$ cat config.mk
export PLATFORM = sky130hd
export DESIGN_NAME = triangle_midpoint_subdivider
export DESIGN_NICKNAME = d
export VERILOG_FILES = /design/src/sv/tms_pkg.sv /design/src/sv/tms_front.sv /design/src/sv/tms_norm.sv /design/src/sv/tms_back.sv /design/src/sv/triangle_midpoint_subdivider.sv
export SDC_FILE = /design/constraint.sdc
export NUM_CORES = 2
export LEC_CHECK = 0
export ABC_AREA = 1
export BUFFER_PORTS_ARGS = -buffer_cell sky130_fd_sc_hd__buf_4
export CORE_MARGIN = 2
export CORE_UTILIZATION = 40
export DETAILED_ROUTE_END_ITERATION = 6
export GPL_TIMING_DRIVEN = 0
export HOLD_SLACK_MARGIN = 0.02
export REMOVE_ABC_BUFFERS = 1
export SLEW_MARGIN = 25
export SYNTH_ARGS = -nofsm -noshare
export SYNTH_HDL_FRONTEND = slang
export SYNTH_SLANG_ARGS = --single-unit
$ cat constraint.sdc
create_clock -name clk -period 7.3 [get_ports clk]
set_input_delay 1.095 -clock clk [delete_from_list [all_inputs] [get_ports clk]]
set_output_delay 1.095 -clock clk [all_outputs]
set_load 0.05 [all_outputs]
$ cat src/sv/tms_pkg.sv
// Shared types and fixed widths for the triangle midpoint subdivider.
// No dependencies; imported by tms_norm, tms_back and the top level.
package tms_pkg;

  // Midpoint magnitude after pre-shift: at most 2^16
  localparam int MAG_W  = 17;
  // Sum of three squared magnitudes: at most 3 * 2^32
  localparam int LEN_W  = 34;
  // Radicand is the squared length scaled by 2^20
  localparam int RAD_W  = LEN_W + 20;
  localparam int ROOT_W = RAD_W / 2;

  typedef enum logic [2:0] {
    N_IDLE,
    N_SQ,
    N_CHK,
    N_ROOT,
    N_DLD,
    N_DIV,
    N_DST,
    N_DONE
  } norm_state_t;

  typedef enum logic [1:0] {
    B_IDLE,
    B_PICK,
    B_WAIT,
    B_SEND
  } back_state_t;

  // Handshake between the back end and the normalizer
  typedef struct packed {
    logic start;
    logic done;
  } norm_ctl_t;

endpackage

$ cat src/sv/tms_front.sv
// Front end: accepts triangles and holds them in a two-entry queue.
// Depends on tms_pkg only by convention; no package items needed.
module tms_front #(
  parameter int ITEM_W = 145
) (
  input  logic              clk,
  input  logic              rst,
  input  logic              in_valid,
  output logic              in_ready,
  input  logic [ITEM_W-1:0] in_item,
  output logic              q_valid,
  input  logic              q_ready,
  output logic [ITEM_W-1:0] q_item
);

  logic [ITEM_W-1:0] mem [2];
  logic              wp;
  logic              rp;
  logic [1:0]        fill;
  logic              push;
  logic              pop;

  assign in_ready = (fill != 2'd2);
  assign q_valid  = (fill != 2'd0);
  assign push     = in_valid && in_ready;
  assign pop      = q_valid && q_ready;
  assign q_item   = mem[rp];

  // Store incoming items
  always_ff @(posedge clk) begin
    if (push) begin
      mem[wp] <= in_item;
    end
  end

  // Advance pointers and fill level
  always_ff @(posedge clk) begin
    if (rst) begin
      wp   <= 1'b0;
      rp   <= 1'b0;
      fill <= 2'd0;
    end else begin
      if (push) begin
        wp <= ~wp;
      end
      if (pop) begin
        rp <= ~rp;
      end
      case ({push, pop})
        2'b10:   fill <= fill + 2'd1;
        2'b01:   fill <= fill - 2'd1;
        default: fill <= fill;
      endcase
    end
  end

endmodule

$ cat src/sv/tms_norm.sv
// Midpoint normalizer: sum of two corners scaled to unit length.
// Shared squarer, bit-serial square root and bit-serial divider; uses tms_pkg.
module tms_norm #(
  parameter int CW = 16
) (
  input  logic                 clk,
  input  logic                 rst,
  input  tms_pkg::norm_ctl_t   ctl_in,
  output tms_pkg::norm_ctl_t   ctl_out,
  input  logic [3*CW-1:0]      p,
  input  logic [3*CW-1:0]      q,
  output logic [3*CW-1:0]      res
);
  import tms_pkg::*;

  localparam int PRE  = (CW > 16) ? (CW - 16) : 0;
  localparam int DW   = MAG_W + CW + 8 + 1;
  localparam int CNTW = $clog2(((ROOT_W > CW) ? ROOT_W : CW) + 1);

  norm_state_t       state;
  norm_state_t       state_next;
  logic [MAG_W-1:0]  mag [3];
  logic [2:0]        neg;
  logic [1:0]        idx;
  logic [LEN_W-1:0]  len;
  logic [RAD_W-1:0]  rad;
  logic [ROOT_W+1:0] rrem;
  logic [ROOT_W-1:0] root;
  logic [ROOT_W-1:0] drem;
  logic [CW-1:0]     dsh;
  logic [CNTW-1:0]   cnt;
  logic [CW-1:0]     res_r [3];

  logic [MAG_W-1:0]  mag_in [3];
  logic [2:0]        neg_in;
  logic [ROOT_W+3:0] sq_t;
  logic [ROOT_W+3:0] sq_trial;
  logic [ROOT_W:0]   dv_t;
  logic              dv_ge;
  logic [DW-1:0]     dividend;

  // Sum, sign and pre-shifted magnitude of each midpoint coordinate
  always_comb begin
    logic signed [CW:0] s;
    logic [CW:0]        a;
    for (int i = 0; i < 3; i++) begin
      s = (CW+1)'($signed(p[i*CW +: CW])) + (CW+1)'($signed(q[i*CW +: CW]));
      neg_in[i] = s[CW];
      a = s[CW] ? (CW+1)'(-s) : (CW+1)'(s);
      mag_in[i] = MAG_W'(a >> PRE);
    end
  end

  // Root and divide step terms
  assign sq_t     = {rrem, rad[RAD_W-1 -: 2]};
  assign sq_trial = (ROOT_W+4)'({root, 2'b01});
  assign dv_t     = {drem, dsh[CW-1]};
  assign dv_ge    = (dv_t >= {1'b0, root});
  assign dividend = (DW'(mag[idx]) << (CW + 8)) + DW'(root >> 1);

  // State register
  always_ff @(posedge clk) begin
    if (rst) begin
      state <= N_IDLE;
    end else begin
      state <= state_next;
    end
  end

  // Next state
  always_comb begin
    state_next = state;
    unique case (state)
      N_IDLE: if (ctl_in.start) state_next = N_SQ;
      N_SQ:   if (idx == 2'd2) state_next = N_CHK;
      N_CHK:  state_next = (len == '0) ? N_DONE : N_ROOT;
      N_ROOT: if (cnt == CNTW'(ROOT_W - 1)) state_next = N_DLD;
      N_DLD:  state_next = N_DIV;
      N_DIV:  if (cnt == CNTW'(CW - 1)) state_next = N_DST;
      N_DST:  state_next = (idx == 2'd2) ? N_DONE : N_DLD;
      N_DONE: state_next = N_IDLE;
      default: state_next = N_IDLE;
    endcase
  end

  assign ctl_out.start = 1'b0;
  assign ctl_out.done  = (state == N_DONE);

  // Datapath
  always_ff @(posedge clk) begin
    case (state)
      N_IDLE: begin
        for (int i = 0; i < 3; i++) begin
          mag[i] <= mag_in[i];
        end
        neg <= neg_in;
        idx <= 2'd0;
        len <= '0;
      end
      N_SQ: begin
        len <= len + LEN_W'(mag[idx]) * LEN_W'(mag[idx]);
        idx <= idx + 2'd1;
      end
      N_CHK: begin
        rad  <= RAD_W'({len, 20'b0});
        rrem <= '0;
        root <= '0;
        cnt  <= '0;
        idx  <= 2'd0;
        if (len == '0) begin
          for (int i = 0; i < 3; i++) begin
            res_r[i] <= '0;
          end
        end
      end
      N_ROOT: begin
        if (sq_t >= sq_trial) begin
          rrem <= (ROOT_W+2)'(sq_t - sq_trial);
          root <= {root[ROOT_W-2:0], 1'b1};
        end else begin
          rrem <= (ROOT_W+2)'(sq_t);
          root <= {root[ROOT_W-2:0], 1'b0};
        end
        rad <= rad << 2;
        cnt <= cnt + CNTW'(1);
      end
      N_DLD: begin
        drem <= ROOT_W'(dividend >> CW);
        dsh  <= dividend[CW-1:0];
        cnt  <= '0;
      end
      N_DIV: begin
        drem <= dv_ge ? ROOT_W'(dv_t - {1'b0, root}) : ROOT_W'(dv_t);
        dsh  <= {dsh[CW-2:0], dv_ge};
        cnt  <= cnt + CNTW'(1);
      end
      N_DST: begin
        res_r[idx] <= neg[idx] ? CW'(-dsh) : dsh;
        idx        <= idx + 2'd1;
      end
      default: begin
      end
    endcase
  end

  assign res = {res_r[2], res_r[1], res_r[0]};

endmodule

$ cat src/sv/tms_back.sv
// Back end: emits three corners and three normalized midpoints per triangle.
// Drives tms_norm, owns the vertex counter and output register; uses tms_pkg.
module tms_back #(
  parameter int CW   = 16,
  parameter int MAXV = 65536
) (
  input  logic              clk,
  input  logic              rst,
  input  logic              q_valid,
  output logic              q_ready,
  input  logic [9*CW:0]     q_item,
  output logic              out_valid,
  input  logic              out_ready,
  output logic [3*CW-1:0]   out_pos,
  output logic [15:0]       out_index,
  output logic              out_last
);
  import tms_pkg::*;

  localparam int CNTW = (MAXV > 1) ? $clog2(MAXV) : 1;

  back_state_t       state;
  back_state_t       state_next;
  logic [9*CW:0]     tri_r;
  logic [2:0]        k;
  logic [CNTW-1:0]   cnt;
  logic [3*CW-1:0]   res;
  norm_ctl_t         nctl_in;
  norm_ctl_t         nctl_out;
  logic [3*CW-1:0]   np;
  logic [3*CW-1:0]   nq;
  logic [3*CW-1:0]   nres;
  logic              send;

  logic [3*CW-1:0]   va;
  logic [3*CW-1:0]   vb;
  logic [3*CW-1:0]   vc;

  assign va = tri_r[0 +: 3*CW];
  assign vb = tri_r[3*CW +: 3*CW];
  assign vc = tri_r[6*CW +: 3*CW];

  // Edge pairs: ab, bc, ac
  always_comb begin
    case (k)
      3'd3:    begin np = va; nq = vb; end
      3'd4:    begin np = vb; nq = vc; end
      default: begin np = va; nq = vc; end
    endcase
  end

  tms_norm #(.CW(CW)) u_norm (
    .clk     (clk),
    .rst     (rst),
    .ctl_in  (nctl_in),
    .ctl_out (nctl_out),
    .p       (np),
    .q       (nq),
    .res     (nres)
  );

  assign send          = (state == B_SEND) && (!out_valid || out_ready);
  assign q_ready       = (state == B_IDLE);
  assign nctl_in.start = (state == B_PICK) && (k >= 3'd3);
  assign nctl_in.done  = 1'b0;

  // State register
  always_ff @(posedge clk) begin
    if (rst) begin
      state <= B_IDLE;
    end else begin
      state <= state_next;
    end
  end

  // Next state
  always_comb begin
    state_next = state;
    unique case (state)
      B_IDLE: if (q_valid) state_next = B_PICK;
      B_PICK: state_next = (k < 3'd3) ? B_SEND : B_WAIT;
      B_WAIT: if (nctl_out.done) state_next = B_SEND;
      B_SEND: if (send) state_next = (k == 3'd5) ? B_IDLE : B_PICK;
      default: state_next = B_IDLE;
    endcase
  end

  // Hold triangle, pick the vertex, capture midpoints
  always_ff @(posedge clk) begin
    if (state == B_IDLE && q_valid) begin
      tri_r <= q_item;
    end
    if (state == B_PICK) begin
      case (k)
        3'd0:    res <= va;
        3'd1:    res <= vb;
        default: res <= vc;
      endcase
    end
    if (state == B_WAIT && nctl_out.done) begin
      res <= nres;
    end
    if (send) begin
      out_pos   <= res;
      out_index <= 16'(cnt);
      out_last  <= (k == 3'd5);
    end
  end

  // Advance vertex step, counter and output valid
  always_ff @(posedge clk) begin
    if (rst) begin
      k         <= 3'd0;
      cnt       <= '0;
      out_valid <= 1'b0;
    end else begin
      if (state == B_IDLE && q_valid) begin
        k <= 3'd0;
        if (q_item[9*CW]) begin
          cnt <= '0;
        end
      end
      if (send) begin
        out_valid <= 1'b1;
        k         <= k + 3'd1;
        cnt       <= (cnt == CNTW'(MAXV - 1)) ? '0 : cnt + CNTW'(1);
      end else if (out_ready) begin
        out_valid <= 1'b0;
      end
    end
  end

endmodule

$ cat src/sv/triangle_midpoint_subdivider.sv
// Triangle midpoint subdivider: one icosphere subdivision step per triangle.
// Instantiates tms_front and tms_back (which holds tms_norm); uses tms_pkg.
//
// Input channel (s_*): one triangle per item, corners a, b, c as signed fixed
// point with COORD_WIDTH bits, two of them integer. s_tuser is start_level:
// it clears the vertex counter before this triangle.
// Output channel (m_*): six vertices per triangle, corners a, b, c, then the
// unit-length midpoints of ab, bc, ac. Each carries its running vertex index
// (low 16 bits, wrapping at MAX_VERTICES); m_tlast marks the sixth.
// Corners are copied out as they are; each midpoint waits on the shared
// one-bit square root and divider (ROOT_W = 27). Each output also waits
// on m_tready while the output register is full.
// A two-entry queue takes new triangles while the back end works, but the
// back end stalls while its output register waits on m_tready.
// Reset clears the queue, the counter and the output valid.
module triangle_midpoint_subdivider #(
  parameter int MAX_VERTICES = 65536,
  parameter int COORD_WIDTH  = 16
) (
  input  logic                   clk,
  input  logic                   rst,
  input  logic                   s_tvalid,
  output logic                   s_tready,
  // a_x, a_y, a_z, b_x, b_y, b_z, c_x, c_y, c_z from bit 0 up, zero padded
  input  logic [((9*COORD_WIDTH+7)/8)*8-1:0] s_tdata,
  // start_level
  input  logic                   s_tuser,
  output logic                   m_tvalid,
  input  logic                   m_tready,
  // pos_x, pos_y, pos_z, vertex_index from bit 0 up, zero padded
  output logic [((3*COORD_WIDTH+16+7)/8)*8-1:0] m_tdata,
  output logic                   m_tlast
);
  import tms_pkg::*;

  localparam int IN_W  = 9 * COORD_WIDTH;
  localparam int OUT_W = 3 * COORD_WIDTH + 16;
  localparam int OUT_B = ((OUT_W + 7) / 8) * 8;

  logic              q_valid;
  logic              q_ready;
  logic [IN_W:0]     q_item;
  logic [3*COORD_WIDTH-1:0] pos;
  logic [15:0]       vidx;

  tms_front #(.ITEM_W(IN_W + 1)) u_front (
    .clk      (clk),
    .rst      (rst),
    .in_valid (s_tvalid),
    .in_ready (s_tready),
    .in_item  ({s_tuser, s_tdata[IN_W-1:0]}),
    .q_valid  (q_valid),
    .q_ready  (q_ready),
    .q_item   (q_item)
  );

  tms_back #(.CW(COORD_WIDTH), .MAXV(MAX_VERTICES)) u_back (
    .clk       (clk),
    .rst       (rst),
    .q_valid   (q_valid),
    .q_ready   (q_ready),
    .q_item    (q_item),
    .out_valid (m_tvalid),
    .out_ready (m_tready),
    .out_pos   (pos),
    .out_index (vidx),
    .out_last  (m_tlast)
  );

  assign m_tdata = OUT_B'({vidx, pos});

endmodule
==> impl_metrics.yaml <==
synth:
  syn_inst: 5335
  synthFlopType: "edfxtp_1"
  ys_ff_latch: 855
  syn-cell-area_mm2: 0.0517
  yosysUniqueCellTypes: 57
  yosysWarnings: 0
  synth-seq-area-share_pct: 49.0
  avgSynthCellArea_um2: 9.69
  synthArstFlopShare_pct: 0
  synth_edf_count: 823
setup_path:
  r2r_end: "u_back.u_norm.len[32]"
  cp.required_ns: 7.76
  critPathKind: "flop to flop"
  start_kind: "flop"
  r2r_cells: 22
  crit_arrival_ns: 7.46
  critPathMaxFanout: 32
  worstSetupEndpointType: "flop"
  reg2reg_slack_ns: 0.30
drt:
  dr.pass1.iters: 5
  routed-wl-met3_um: 8100
  final_antenna_net_count: 0
  drc_errors: 0
  drt-wirelength-per-cell_um: 18.7
  initialDrtViolationCount: 3089
  wl_met2_um: 65300
  viasPerCell: 5.13
  wl_met1_um: 59700
  routed_wl_um: 136000
  via_count: 37500
  top_layer_used: "met5"
die:
  core-area_mm2: 0.128
  io_pins: 216
  start_util_pct: 40.4
  die_area_mm2: 0.132
  num_rows: 131
  die_w_um: 364
  die_y_um: 364
global_route:
  grt_max_degree: 62
  grt_pass1_vias: 37300
  grt_antenna_before_repair: 2
  grt_first_pass_wirelength_um: 211000
  grt_usage_pct: 20.7
  grt-ovfl-total: 0
finish:
  num_antenna_cells: 0
  instances_no_fill: 7307
  final_common_cell: "nand2_1"
  final_nets: 6178
  fillerInstances: 12100
  final_util_pct: 46.4
  drive_gt1_share_pct: 11.9
  syn2layout_area_growth_pct: 14.7
  layout_common_cells: "1,169 x nand2_1, 882 x inv_1, 823 x edfxtp_1"
cts:
  h-tree-depth: 3
  clk_latency_ns: 0.70
  clkTransAtPathRegs_ns: 0.06
  cts-buffers-inserted: 92
  cts_hold_buffers: 0
  root_buffer: "clkbuf_16"
  cts_tree: "built"
  cts_buffer_depth: 3
  clkSinkCount: 855
placed_design:
  io_buffers: 215
  gp_congestion: 0.892
  dp_hpwl_um: 104000
  placedCellCount: 7119
sta:
  slew_headroom_pct: 24.9
  finalClockSkew_ns: 0.0306
  drv_slew: 0
  fmax_mhz: 143
  tightest_slew_ns: 1.12
  hold_violations: 0
  holdWs_ns: 0.407
  setup_violations: 0
  period_minus_slack_ns: 7.00
  layout_worst_path_cycle_share_pct: 95.9
  rsz0062_at_grt: "true"
min_path:
  hold_class: "flop to flop"
  hold_depth: 0
  worstHoldStart: "u_back.res[47]"
  holdPathEnd: "u_back.out_pos[47]"
run:
  maxCapViolCount: 0
outcome:
  status: "finished, final reports clean"
-- critical path, cell delays in order (launching register included) --
cell and delay, ns:
dfxtp_1 0.36, inv_6 0.30, nand3_1 0.25, o21ai_4 0.30
inv_1 0.32, fa_1 0.59, inv_1 0.05, fa_1 0.51
fa_1 0.52, inv_1 0.05, fa_1 0.47, fa_1 0.55
inv_1 0.05, fa_1 0.53, inv_1 0.04, ha_1 0.41
nand2_1 0.16, o21ai_0 0.40, a21oi_1 0.08, o21ai_1 0.33
nand4_1 0.22, a21oi_1 0.18, nor2_1 0.06
-- cell type report --
cell class	count	area [µm²]	share of cell area, %
clock inverters	47	584	0.985
flip-flops and latches	855	25400	42.7
repair buffers	282	2880	4.86
inverters	915	3500	5.89
clock buffers	121	2480	4.19
multi-input cells	3425	22400	37.8
well taps	1662	2080	3.50
-- state kept, by name, summed over array words and instances (netlist names), 2 cells and up, named ones only --
signal and flops:
u_front.mem 290, u_back.tri_r 144, u_back.u_norm.mag 51, u_back.out_pos 48
u_back.res 48, u_back.u_norm.res_r 48, u_back.u_norm.len 34, u_back.u_norm.rad 34
u_back.u_norm.rrem 29, u_back.u_norm.drem 27, u_back.u_norm.root 27, u_back.cnt 16
u_back.out_index 16, u_back.u_norm.dsh 16, u_back.u_norm.cnt 5, u_back.k 3
u_back.u_norm.neg 3, u_back.u_norm.state 3, u_back.state 2, u_back.u_norm.idx 2
u_front.fill 2
-- cells in the mapped netlist, types with 5 or more instances --
library cell / count / share of area (%)
a21oi_1: 210 / 2.0
a31oi_1: 7 / 0.085
and2_1: 7 / 0.085
buf_1: 15 / 0.11
buf_2: 25 / 0.24
buf_6: 11 / 0.24
clkbuf_1: 86 / 0.62
dfxtp_1: 32 / 1.2
edfxtp_1: 823 / 48
fa_1: 228 / 8.8
ha_1: 230 / 5.6
inv_1: 891 / 6.5
inv_2: 20 / 0.15
mux2_2: 144 / 3.1
nand2_1: 1175 / 8.5
nand2_2: 14 / 0.17
nand3_1: 200 / 1.9
nand3b_1: 13 / 0.19
nand4_1: 71 / 0.86
nor2_1: 475 / 3.4
nor2_2: 12 / 0.15
nor2_4: 5 / 0.11
nor3_1: 36 / 0.35
nor4_1: 8 / 0.097
o211ai_1: 103 / 1.5
o21a_1: 10 / 0.15
o21ai_0: 292 / 2.8
o21ai_1: 23 / 0.22
o21ai_2: 9 / 0.15
o21bai_1: 7 / 0.10
o31ai_1: 5 / 0.073
xnor2_1: 42 / 0.71
xor2_1: 53 / 0.90
-- worst max-delay path by stage --
stage,cells after the start,endpoint,start,slack (ns)
3_3_place_gp,3,u_front.mem[1][93],s_tvalid,-5.06
3_5_place_dp,24,u_back.u_norm.len[32],flop,-0.73
2_1_floorplan,2,u_front.mem[1][0],s_tvalid,-0.61
6_report,22,u_back.u_norm.len[32],flop,0.30
4_1_cts,24,u_back.u_norm.len[23],flop,0.004
5_1_grt,27,u_back.u_norm.len[26],flop,-0.01
-- cell families after synthesis --
| logic type | after synthesis | synth area share [%] |
|---|---|---|
| fa+ha+maj | 458 | 14.4 |
| mux | 144 | 3.14 |
| simple gates | 2041 | 16.4 |
| compound gates | 686 | 7.52 |
| buf+inv | 1055 | 7.91 |
| flops | 855 | 49.0 |
| xor+xnor | 96 | 1.64 |
-- layer usage --
layer  up-vias  track usage (%)
li1      18100                -
met1     18100             27.7
met2      1052             34.7
met3       178             3.01
met4         2             6.26
met5         -                0
-- stage by stage --
| step | setup TNS (ns) | setup WS, ns | instance area, µm² |
|---|---|---|---|
| 5_1_grt | -0.00958 | -0.00958 | 59300 |
| 3_5_place_dp | -5.69 | -0.735 | 56000 |
| 3_3_place_gp | -1565.13 | -5.06 | 54800 |
| 4_1_cts | 0 | 0.00448 | 59100 |
| 2_1_floorplan | -172.72 | -0.610 | 51100 |
| 6_report | 0 | 0.303 | 59300 |
-- what timing repair did --
item,4_1_cts,5_1_grt
buffers inserted,2,18
cloned,0,0
pin swaps,0,1
endpoints found under the setup margin,19,19
gates resized for setup,6,26
Power is left out: the tool's default activity adds up to more than one toggle a clock period on the data nets, which glitch-free logic cannot reach.
